==> src/rtl/sps_pkg.sv <==
// ----------------------------------------------------------------------------
// sps_pkg
// Types, codes and constants shared by the servo pulse sequencer.
// ----------------------------------------------------------------------------
`default_nettype none

package sps_pkg;

	localparam int CHANNELS_DEFAULT = 8;

	localparam int POS_W      = 16;
	localparam int CHAN_W     = 3;
	localparam int PINS_W     = 8;
	localparam int SLOT_W     = 4;
	localparam int TICK_W     = 16;
	localparam int PULSE_W    = 13;
	localparam int CLAMP_W    = 11;
	localparam int TABLE_DEPTH = 8;
	localparam int CFG_IDX_W  = 1;
	localparam int CFG_DATA_W = 16;

	localparam logic [POS_W-1:0]   POS_MAX     = 16'd1200;
	localparam logic [PULSE_W-1:0] PULSE_BASE  = 13'd2000;
	localparam logic [PULSE_W-1:0] PULSE_RESET = 13'd1000;
	localparam logic [TICK_W-1:0]  FRAME_RESET = 16'd20000;
	localparam logic [TICK_W-1:0]  CMP_RESET   = 16'hffff;

	// item function codes
	localparam logic FUNC_TICK  = 1'b0;
	localparam logic FUNC_WRITE = 1'b1;

	// configuration register indexes
	localparam logic [CFG_IDX_W-1:0] CFG_FIRST_CHANNEL = 1'd0;
	localparam logic [CFG_IDX_W-1:0] CFG_FRAME_TICKS   = 1'd1;

	typedef struct packed {
		logic              func;
		logic [CHAN_W-1:0] channel;
		logic [POS_W-1:0]  position;
	} item_t;

	typedef struct packed {
		logic [PINS_W-1:0] pulse_pins;
		logic [SLOT_W-1:0] active_slot;
		logic [TICK_W-1:0] gap_ticks;
	} result_t;

endpackage

`default_nettype wire

==> src/rtl/sps_ram.sv <==
// ----------------------------------------------------------------------------
// sps_ram
// Generic single-port-write, single-port-read RAM with registered read data.
// ----------------------------------------------------------------------------
`default_nettype none

module sps_ram #(
	parameter int WIDTH = 13,
	parameter int DEPTH = 8
) (
	input  wire logic                     clk,
	input  wire logic                     we,
	input  wire logic [$clog2(DEPTH)-1:0] waddr,
	input  wire logic [WIDTH-1:0]         wdata,
	input  wire logic [$clog2(DEPTH)-1:0] raddr,
	output logic      [WIDTH-1:0]         rdata
);

	logic [WIDTH-1:0] mem_q [DEPTH];

	always_ff @(posedge clk) begin
		if (we) begin
			mem_q[waddr] <= wdata;
		end
		rdata <= mem_q[raddr];
	end

endmodule

`default_nettype wire

==> src/rtl/servo_pulse_sequencer_unit.sv <==
// ----------------------------------------------------------------------------
// servo_pulse_sequencer_unit
// Multichannel servo pulse generator driven by timer tick and position items.
// ----------------------------------------------------------------------------
// Each accepted item yields one result with the pin vector, the active slot
// and the current trailing gap. One item is processed at a time; a new item
// is taken while the previous result still waits at the output register. A
// tick goes from idle to the done state, through a load state when a match
// loads the next channel's pulse width from the pulse table memory. A write
// walks the table from first_channel to the last channel, one read per
// cycle, summing the pulse widths for the gap, then drains and forms the
// gap (no walk when first_channel >= CHANNELS). The table's reset value is
// supplied by per-entry valid bits, so no clearing pass runs after reset.
`default_nettype none

module servo_pulse_sequencer_unit #(
	parameter int CHANNELS = sps_pkg::CHANNELS_DEFAULT
) (
	input  wire logic                            clk,
	input  wire logic                            arst_n,
	input  wire logic                            item_valid,
	output logic                                 item_stall,
	input  wire sps_pkg::item_t                  item,
	output logic                                 result_valid,
	input  wire logic                            result_stall,
	output sps_pkg::result_t                     result,
	input  wire logic                            cfg_we,
	input  wire logic [sps_pkg::CFG_IDX_W-1:0]   cfg_index,
	input  wire logic [sps_pkg::CFG_DATA_W-1:0]  cfg_data
);

	import sps_pkg::*;

	localparam int TABLE_AW = $clog2(TABLE_DEPTH);
	localparam logic [SLOT_W-1:0] GAP_SLOT    = SLOT_W'(CHANNELS);
	localparam logic [SLOT_W-1:0] START_SLOT  = SLOT_W'(CHANNELS + 1);
	localparam logic [TABLE_AW-1:0] LAST_CHAN = TABLE_AW'(CHANNELS - 1);
	localparam logic [TICK_W-1:0] GAP_RESET   =
		TICK_W'(20000 - CHANNELS * 2000);

	typedef enum logic [2:0] {
		S_IDLE,
		S_SUM,
		S_DRAIN,
		S_GAP,
		S_LOAD,
		S_DONE
	} state_t;

	state_t state_q;

	logic [CHAN_W-1:0]      first_q;
	logic [TICK_W-1:0]      frame_q;
	logic [TICK_W-1:0]      gap_q;
	logic [TICK_W-1:0]      tick_q;
	logic [TICK_W-1:0]      cmp_q;
	logic [SLOT_W-1:0]      slot_q;
	logic [PINS_W-1:0]      pins_q;
	logic [TABLE_DEPTH-1:0] valid_q;
	logic [TABLE_AW-1:0]    idx_q;
	logic [TICK_W-1:0]      acc_q;
	logic                   sum_pend_s1;
	logic                   rd_valid_s1;
	logic                   out_valid_q;
	result_t                out_q;

	logic                   accept;
	logic                   wr_en;
	logic [CLAMP_W-1:0]     pos_clamped;
	logic [PULSE_W-1:0]     wr_pulse;
	logic [TABLE_AW-1:0]    rd_addr;
	logic [PULSE_W-1:0]     rd_data;
	logic [PULSE_W-1:0]     entry;
	logic [SLOT_W-1:0]      slot_inc;
	logic [SLOT_W-1:0]      slot_next;
	logic [PINS_W-1:0]      pins_drop;
	logic                   out_free;

	assign accept     = item_valid && (state_q == S_IDLE);
	assign item_stall = (state_q != S_IDLE);
	assign out_free   = !out_valid_q || !result_stall;

	assign wr_en       = accept && (item.func == FUNC_WRITE);
	assign pos_clamped = (item.position > POS_MAX) ? CLAMP_W'(POS_MAX)
		: item.position[CLAMP_W-1:0];
	assign wr_pulse    = PULSE_W'({pos_clamped, 1'b0}) + PULSE_BASE;

	// slot after a match, wrapping past the gap back to the first channel
	assign slot_inc  = slot_q + SLOT_W'(1);
	assign slot_next = (slot_inc >= START_SLOT) ? SLOT_W'(first_q) : slot_inc;

	// pins with the current channel's pin dropped
	assign pins_drop = (slot_q < GAP_SLOT)
		? (pins_q & ~(PINS_W'(1) << slot_q[TABLE_AW-1:0])) : pins_q;

	assign rd_addr = (state_q == S_SUM) ? idx_q : slot_next[TABLE_AW-1:0];
	// entries never written read as the reset width
	assign entry   = rd_valid_s1 ? rd_data : PULSE_RESET;

	sps_ram #(
		.WIDTH(PULSE_W),
		.DEPTH(TABLE_DEPTH)
	) u_table (
		.clk  (clk),
		.we   (wr_en),
		.waddr(item.channel),
		.wdata(wr_pulse),
		.raddr(rd_addr),
		.rdata(rd_data)
	);

	always_ff @(posedge clk or negedge arst_n) begin
		if (!arst_n) begin
			state_q     <= S_IDLE;
			first_q     <= '0;
			frame_q     <= FRAME_RESET;
			gap_q       <= GAP_RESET;
			tick_q      <= '0;
			cmp_q       <= CMP_RESET;
			slot_q      <= START_SLOT;
			pins_q      <= '0;
			valid_q     <= '0;
			idx_q       <= '0;
			acc_q       <= '0;
			sum_pend_s1 <= 1'b0;
			rd_valid_s1 <= 1'b0;
			out_valid_q <= 1'b0;
			out_q       <= '0;
		end else begin
			rd_valid_s1 <= valid_q[rd_addr];
			if (state_q == S_DONE && out_free) begin
				out_valid_q <= 1'b1;
			end else if (!result_stall) begin
				out_valid_q <= 1'b0;
			end
			if (cfg_we) begin
				case (cfg_index)
					CFG_FIRST_CHANNEL: first_q <= cfg_data[CHAN_W-1:0];
					CFG_FRAME_TICKS:   frame_q <= cfg_data[TICK_W-1:0];
					default: ;
				endcase
			end
			case (state_q)
				S_IDLE: begin
					if (accept) begin
						if (item.func == FUNC_WRITE) begin
							valid_q[item.channel] <= 1'b1;
							acc_q                 <= '0;
							sum_pend_s1           <= 1'b0;
							idx_q                 <= first_q;
							if ({1'b0, first_q} < GAP_SLOT) begin
								state_q <= S_SUM;
							end else begin
								state_q <= S_GAP;
							end
						end else if (tick_q == cmp_q) begin
							tick_q <= '0;
							slot_q <= slot_next;
							if (slot_next >= GAP_SLOT) begin
								pins_q  <= pins_drop;
								cmp_q   <= gap_q;
								state_q <= S_DONE;
							end else begin
								pins_q  <= pins_drop
									| (PINS_W'(1) << slot_next[TABLE_AW-1:0]);
								state_q <= S_LOAD;
							end
						end else begin
							tick_q  <= tick_q + TICK_W'(1);
							state_q <= S_DONE;
						end
					end
				end
				S_SUM: begin
					// one read issued per cycle, its data added in the next cycle
					sum_pend_s1 <= 1'b1;
					if (sum_pend_s1) begin
						acc_q <= acc_q + TICK_W'(entry);
					end
					if (idx_q == LAST_CHAN) begin
						state_q <= S_DRAIN;
					end else begin
						idx_q <= idx_q + TABLE_AW'(1);
					end
				end
				S_DRAIN: begin
					sum_pend_s1 <= 1'b0;
					acc_q       <= acc_q + TICK_W'(entry);
					state_q     <= S_GAP;
				end
				S_GAP: begin
					gap_q   <= (acc_q >= frame_q) ? '0 : frame_q - acc_q;
					state_q <= S_DONE;
				end
				S_LOAD: begin
					cmp_q   <= TICK_W'(entry);
					state_q <= S_DONE;
				end
				S_DONE: begin
					if (out_free) begin
						out_q.pulse_pins  <= pins_q;
						out_q.active_slot <= slot_q;
						out_q.gap_ticks   <= gap_q;
						state_q           <= S_IDLE;
					end
				end
				default: state_q <= S_IDLE;
			endcase
		end
	end

	assign result_valid = out_valid_q;
	assign result       = out_q;

endmodule

`default_nettype wire

==> config.mk <==
export PLATFORM = sky130hd
export DESIGN_NAME = servo_pulse_sequencer_unit
export DESIGN_NICKNAME = d
export VERILOG_FILES = /design/src/rtl/sps_pkg.sv /design/src/rtl/sps_ram.sv /design/src/rtl/servo_pulse_sequencer_unit.sv
export SDC_FILE = /design/constraint.sdc
export NUM_CORES = 1
export LEC_CHECK = 0
export ABC_AREA = 0
export BUFFER_PORTS_ARGS = -buffer_cell sky130_fd_sc_hd__buf_2
export CORE_ASPECT_RATIO = 1.1
export CORE_UTILIZATION = 45
export DETAILED_ROUTE_END_ITERATION = 8
export GPL_ROUTABILITY_DRIVEN = 0
export PLACE_DENSITY = 0.7
export SETUP_SLACK_MARGIN = 0.3
export SYNTH_ARGS = -nofsm -noshare
export SYNTH_HDL_FRONTEND = slang
export SYNTH_SLANG_ARGS = --single-unit
export TNS_END_PERCENT = 1
==> constraint.sdc <==
create_clock -name clk -period 2.7 [get_ports clk]
set_input_delay 0.27 -clock clk [delete_from_list [all_inputs] [get_ports clk]]
set_output_delay 0.27 -clock clk [all_outputs]
set_load 0.005 [all_outputs]
==> key figures, run 1 <==
Global routing
  – Vias in the first global route: 8402
  – GRT Util Overall: 20.5%
  – Grt ovf: 0
  – Global-route wire length before repair: 43.1 mm
  – Initial antenna violation count: 0
  – Largest net degree at the start of global routing: 81

STA
  – Final min period: 2.80 ns
  – Clk_skew: 0.0241 ns
  – Fin crit share: 104%
  – Worst-margin pin slew: 0.817 ns
  – Final Hold Vio Count: 0
  – Fmax: 357 MHz
  – Final Max Slew Viols: 0
  – RSZ-0062 raised after global routing: yes
  – Hold Slack: 0.0525 ns
  – Max-slew headroom: 45.4%
  – Post-route setup slack: -0.0989 ns
  – Setup violations, final: 13

Yosys
  – Synth area leader: edfxtp_1
  – Asr flop ratio synth: 56.3%
  – Prevailing post-synth register cell: dfrtp_1
  – Net count after synthesis: 1073
  – Yosys cell types: 66
  – Mapped Area: 11800 sq um
  – Syn Inst Count: 992
  – Yosys warning count: 0
  – Register area share after synthesis: 56.3%
  – Synth area leaders: edfxtp_1, dfrtp_1, mux2_2
  – Post-synth EDFFs: 96
  – Seq cells post-synth: 247
  – Synth top area share: 24.4%
  – Mapped Avg Cell Area: 11.9 sq um

Pwr
  – Peak supply drop: 0.000588 V
  – LEAKAGE: 6.16 nW
  – PD cells: 1050 nW/um^2

Layout
  – Final #Nets: 1233
  – N_diodes: 0
  – Commonest non-fill, non-tap cell in the layout: dfrtp_1
  – Synth-to-Final Area Change: 22.1%
  – Share of cells above drive strength 1: 31.0%
  – Most frequent cells in the layout: dfrtp_1, edfxtp_1, nand2_1

Detailed routing
  – Vias/cell: 5.40
  – Drt pass-1 iters: 5
  – WL per Instance: 17.5 um
  – Wirelength, routed: 26.6 mm
  – Post-route ant nets: 0
  – DRC Markers: 0
  – Initial DRC Count: 492
  – Via count: 8205

CTS
  – Worst-path clk slew: 0.06 ns
  – Clk root buf: clkbuf_16
  – CTS tree: built
  – CTS sink cnt: 247
  – H-tree depth: 1
  – Clock latency on the worst-skew pair: 0.56 ns
  – Deepest clock path buffer count: 3
  – Num CTS Buffers: 27

Job
  – Max-Cap Viols: 0

Status
  – Violated checks: setup timing
  – Outcome: finished with violations

Worst hold path
  – Worst min-delay path category: in -> reg

Place
  – Placement Setup Slack: -0.537 ns
  – DP HPWL: 18.7 mm
  – Port Buf Inserts: 71

Die
  – IO Count: 72
  – Die Footprint: 26900 sq um
  – Core area: 25500 sq um
  – Die width: 156 um
  – Starting Density: 46.3%
  – DIE HEIGHT: 172 um
  – Rows: 61

Setup path
  – Critical path startpoint category: flip-flop
  – Max FO, Critical Path: 9
  – CP Capture Type: flip-flop
  – CP arrival: 3.22 ns
  – Max incr delay on CP: 0.56 ns
  – Crit path max-delay family: simple AND/OR/NAND/NOR gates
  – Kind of critical path: reg -> reg
  – Worst path buffer plus inverter count: 2
  – Crit path max-delay cell type: dfstp_2
  – Worst EP required: 3.13 ns
  – Worst-path cell chain: ha_4 > ha_4 > and3b_2 > nor4_4 > nor2_2 > a311oi_4 > buf_6 > buf_12 > mux2i_1 > a22o_1 > a31oi_1
  – Cell mode on critical path: ha_4
-- tightest hold or removal path, stage by stage --
cell and delay (ns):
buf_2 0.09, nor2b_1 0.08, nand2_1 0.07, o21ai_0 0.06
-- Yosys cell counts, drive strengths merged, types with 4 or more instances --
master,number
a22o,26
nand2,88
dfrtp,110
o21a,7
dfstp,29
mux2,71
and3,7
xor2,14
a22oi,12
edfxtp,96
or3,6
nor3,15
o31ai,8
dfxtp,12
nand2b,12
or2,13
ha,37
a31oi,23
o41ai,6
o21ai,39
buf,17
and2,15
nand4,9
clkbuf,21
o22ai,4
nor2,60
a32o,4
a21o,12
nor4,5
mux2i,31
inv,37
nor2b,12
xnor2,39
a21oi,40
nand3,23
-- state kept, by name (all words and copies together) (netlist names), 4 cells and up --
register,flops
u_table.mem_q,96
result,28
cmp_q,16
frame_q,16
gap_q,16
tick_q,16
acc_q,15
u_table.rdata,12
pins_q,8
valid_q,8
slot_q,4
-- where the power goes --
part	leakage [nW]	switching [mW]	total (mW)	internal (mW)
logic	2.84	3.28	6.32	3.05
clock network	0.436	1.52	3.63	2.11
registers	2.88	0.512	5.23	4.72
total	6.16	5.31	15.2	9.87
-- timing repair --
action / in CTS / in global routing
pin swaps: 11 / 15
gates cloned: 1 / 0
buffers inserted: 10 / 5
setup endpoints to repair: 37 / 69
resized for setup: 38 / 28
hold buffers: 17 / 0
endpoints found under the hold margin: 94 / 0
-- kinds of logic (layout without fill, tap and decap cells) --
family          Yosys count  count (layout)  synth area share (%)
compound gates          200             200                  11.7
xor+xnor                 53              53                  3.94
fa+ha+maj                39              39                  4.27
buf+inv                  75             256                  2.75
flops                   247             247                  56.3
mux                     102             102                  9.48
other cells               1               1                0.0318
simple gates            275             275                  11.5
-- area by class of cell --
cell class              count  area [sq um]
well taps                 346           433
flip-flops and latches    247          6640
inverters                  37           139
repair buffers            169          1250
fillers                  2175         11100
clock inverters            17           158
clock buffers              33           722
multi-input cells         670          5050
-- routing by layer --
metal,track usage (%),wire length (um),vias to the layer above,part of all wire [%]
met5,0,0,-,0
met4,7.42,714,0,2.7
met3,2.87,1100,47,4.1
met2,36.2,13200,196,50
met1,25.5,11600,4032,44
li1,-,-,3930,-
-- per-stage QoR --
stage	total power [mW]	TNS, ns	utilization, %	std cells	cell area, sq um
floorplan	9.36	-1.09	-	992	11800
global route	16.1	-2.75	56.5	1519	14400
finish	15.2	-0.937	56.5	1519	14400
CTS	15.1	-0.911	55.9	1514	14300
detailed placement	10.9	-6.60	50.8	1436	12900
global placement	10.8	-3.96	50.8	1436	12900
-- worst paths after layout --
path,startpoint,endpoint,slack [ns],cells past startpoint
max,slot_q[0],u_table.rdata[1],-0.1,11
min,cfg_index,first_q[0],0.05,4
max reg2reg,slot_q[0],u_table.rdata[1],-0.1,11
min reg2reg,result[18],result[18],0.47,2
max in group asynchronous,arst_n,cmp_q[15],1.55,3
min in group asynchronous,arst_n,result[23],0.33,2
(Power assumes the default switching activity.)
==> run 2, diff against run 1 <==
--- a/config.mk
+++ b/config.mk
@@ -7,11 +7,14 @@
 export LEC_CHECK = 0
 export ABC_AREA = 0
 export BUFFER_PORTS_ARGS = -buffer_cell sky130_fd_sc_hd__buf_2
+export CELL_PAD_IN_SITES_DETAIL_PLACEMENT = 0
+export CELL_PAD_IN_SITES_GLOBAL_PLACEMENT = 1
 export CORE_ASPECT_RATIO = 1.1
+export CORE_MARGIN = 8
 export CORE_UTILIZATION = 45
 export DETAILED_ROUTE_END_ITERATION = 8
 export GPL_ROUTABILITY_DRIVEN = 0
-export PLACE_DENSITY = 0.7
+export PLACE_DENSITY = 0.82
 export SETUP_SLACK_MARGIN = 0.3
 export SYNTH_ARGS = -nofsm -noshare
 export SYNTH_HDL_FRONTEND = slang
==> run 2 against run 1 <==
The run still ends with setup timing left. Critical path depth grew 2. Routed wire length grew 5.7%. Via count grew 0.50%. Power grew 3.8%. First-iteration DRC count grew 21%. Global-route usage shrank 2.9 points. Sequential share of layout area shrank 0.74 points. Critical endpoint is now u_table.rdata[5].
==> key figures, run 2 (synthesis gave the netlist of run 1 again) <==
Layout
  – # fillers: 2228
  – Max reg flops: 96
  – Multi-input combinational cell area: 5200 sq um
  – Share of cells above drive strength 1: 33.0%
  – N_diodes: 0
  – Commonest non-fill, non-tap cell in the layout: dfrtp_1
  – Reg area: 6640 sq um
  – Largest Register: u_table.mem_q
  – Synth-to-Final Area Change: 24.1%
  – Final #Nets: 1242
  – Most frequent cells in the layout: dfrtp_1, edfxtp_1, nand2_1

Setup path
  – CP arrival: 3.28 ns
  – Crit path to: u_table.rdata[5]
  – Max FO, Critical Path: 7
  – Worst-case reg-to-reg path depth: 13
  – Worst Setup SP: slot_q[0]
  – Critical path startpoint category: flip-flop
  – Kind of critical path: reg -> reg
  – Worst r2r src: slot_q[0]
  – Worst r2r dst: u_table.rdata[5]
  – Worst EP required: 3.14 ns
  – CP Capture Type: flip-flop
  – Flop2flop setup slack: -0.14 ns

Place
  – DP HPWL: 19.4 mm
  – Port Buf Inserts: 71
  – Placement Setup Slack: -0.389 ns

STA
  – RSZ-0062 raised after global routing: yes
  – Post-route setup slack: -0.138 ns
  – Hold Slack: 0.0620 ns
  – Setup violations, final: 13
  – Worst-margin pin slew: 0.831 ns
  – Final Hold Vio Count: 0
  – Final Max Slew Viols: 0
  – Final min period: 2.84 ns
  – Max-slew headroom: 44.5%
  – Clk_skew: 0.00799 ns
  – Fin crit share: 105%
  – Fmax: 352 MHz

Die
  – Rows: 62
  – IO Count: 72
  – Starting Density: 45.5%
  – DIE HEIGHT: 186 um
  – Die Footprint: 31600 sq um
  – Die width: 170 um
  – Core area: 25900 sq um

Global routing
  – GRT Util Overall: 17.6%
  – Grt ovf: 0
  – Largest net degree at the start of global routing: 60
  – Global-route wire length before repair: 44.4 mm
  – Initial antenna violation count: 0
  – Vias in the first global route: 8386

CTS
  – CTS sink cnt: 247
  – Clock latency on the worst-skew pair: 0.53 ns
  – Deepest clock path buffer count: 3
  – Num CTS Buffers: 27
  – H-tree depth: 1
  – Clk root buf: clkbuf_16
  – CTS tree: built
  – Worst-path clk slew: 0.06 ns

Detailed routing
  – WL per Instance: 18.3 um
  – Initial DRC Count: 593
  – Via count: 8246
  – DRC Markers: 0
  – Wirelength, routed: 28.1 mm
  – Vias/cell: 5.38
  – Post-route ant nets: 0
  – Drt pass-1 iters: 5

Pwr
  – Design Power: 15.8 mW
  – LEAKAGE: 6.22 nW
  – Peak supply drop: 0.000481 V
  – PD cells: 1080 nW/um^2

Status
  – Outcome: finished with violations
  – Violated checks: setup timing

Worst hold path
  – Worst min-delay path category: in -> reg

Job
  – Max-Cap Viols: 0
[run 2: cell types whose count changed in the layout (fill, tap and decap cells not counted), sizes merged]
| cell | change |
|---|---|
| buf | +9 |
| clkbuf | +3 |
| clkinv | -2 |
| clkinvlp | -1 |
| inv | -1 |
[run 2: cell type report]
cell class	instances	share of cell area, %
clock buffers	36	5.12
clock inverters	13	0.804
inverters	37	0.966
multi-input cells	670	35.5
flip-flops and latches	247	45.4
well taps	352	3.01
repair buffers	178	9.18
[run 2: how the worst min path moves through the flow]
stage                  from      endpoint  slack [ns]  cells past startpoint
3_5_place_dp         arst_n     slot_q[2]        0.28                      1
2_1_floorplan        arst_n     acc_q[10]       -0.03                      0
6_report       result_stall  result_valid        0.06                      3
3_3_place_gp         arst_n    result[24]        0.27                      1
4_1_cts        result_stall  result_valid        0.03                      3
5_1_grt        result_stall  result_valid        0.09                      3
[run 2: critical path, stage by stage (launching register included)]
cell and delay [ns]:
dfstp_2 0.56, ha_4 0.15, ha_4 0.20, and3b_2 0.23, nor4_4 0.33, buf_4 0.17, and3_4 0.19, a311oi_4 0.04
buf_6 0.18, buf_16 0.15, nor2b_4 0.15, buf_6 0.14, nand2_1 0.06, a31oi_1 0.19
[run 2: power by group]
group | switching, mW | leakage [nW] | internal [mW] | total (mW)
combinational | 3.52 | 2.91 | 3.39 | 6.90
sequential | 0.548 | 2.88 | 4.72 | 5.27
clock | 1.46 | 0.428 | 2.13 | 3.59
[run 2: stage by stage]
step	util (%)	area, sq um	setup TNS, ns	instances
after floorplan	-	11800	-1.09	992
after global placement	50.2	13000	-3.85	1451
after detailed placement	50.2	13000	-5.80	1451
after CTS	55.2	14300	-0.986	1530
after global routing	56.5	14600	-2.49	1533
final	56.5	14600	-1.11	1533
[run 2: per-layer routing]
metal	vias to the layer above	routed length (um)	global-route usage, %
met5	-	0	0
met1	4053	12000	22.0
li1	3954	-	-
met3	56	1120	2.40
met2	183	14100	30.9
met4	0	841	6.04
[run 2: what timing repair did]
| item | in CTS | in global routing |
|---|---|---|
| resized for setup | 27 | 67 |
| pin swaps | 5 | 47 |
| gates cloned | 2 | 0 |
| setup endpoints to repair | 32 | 61 |
| hold endpoints to repair | 68 | 0 |
| hold buffers | 17 | 0 |
| buffers inserted | 11 | 3 |
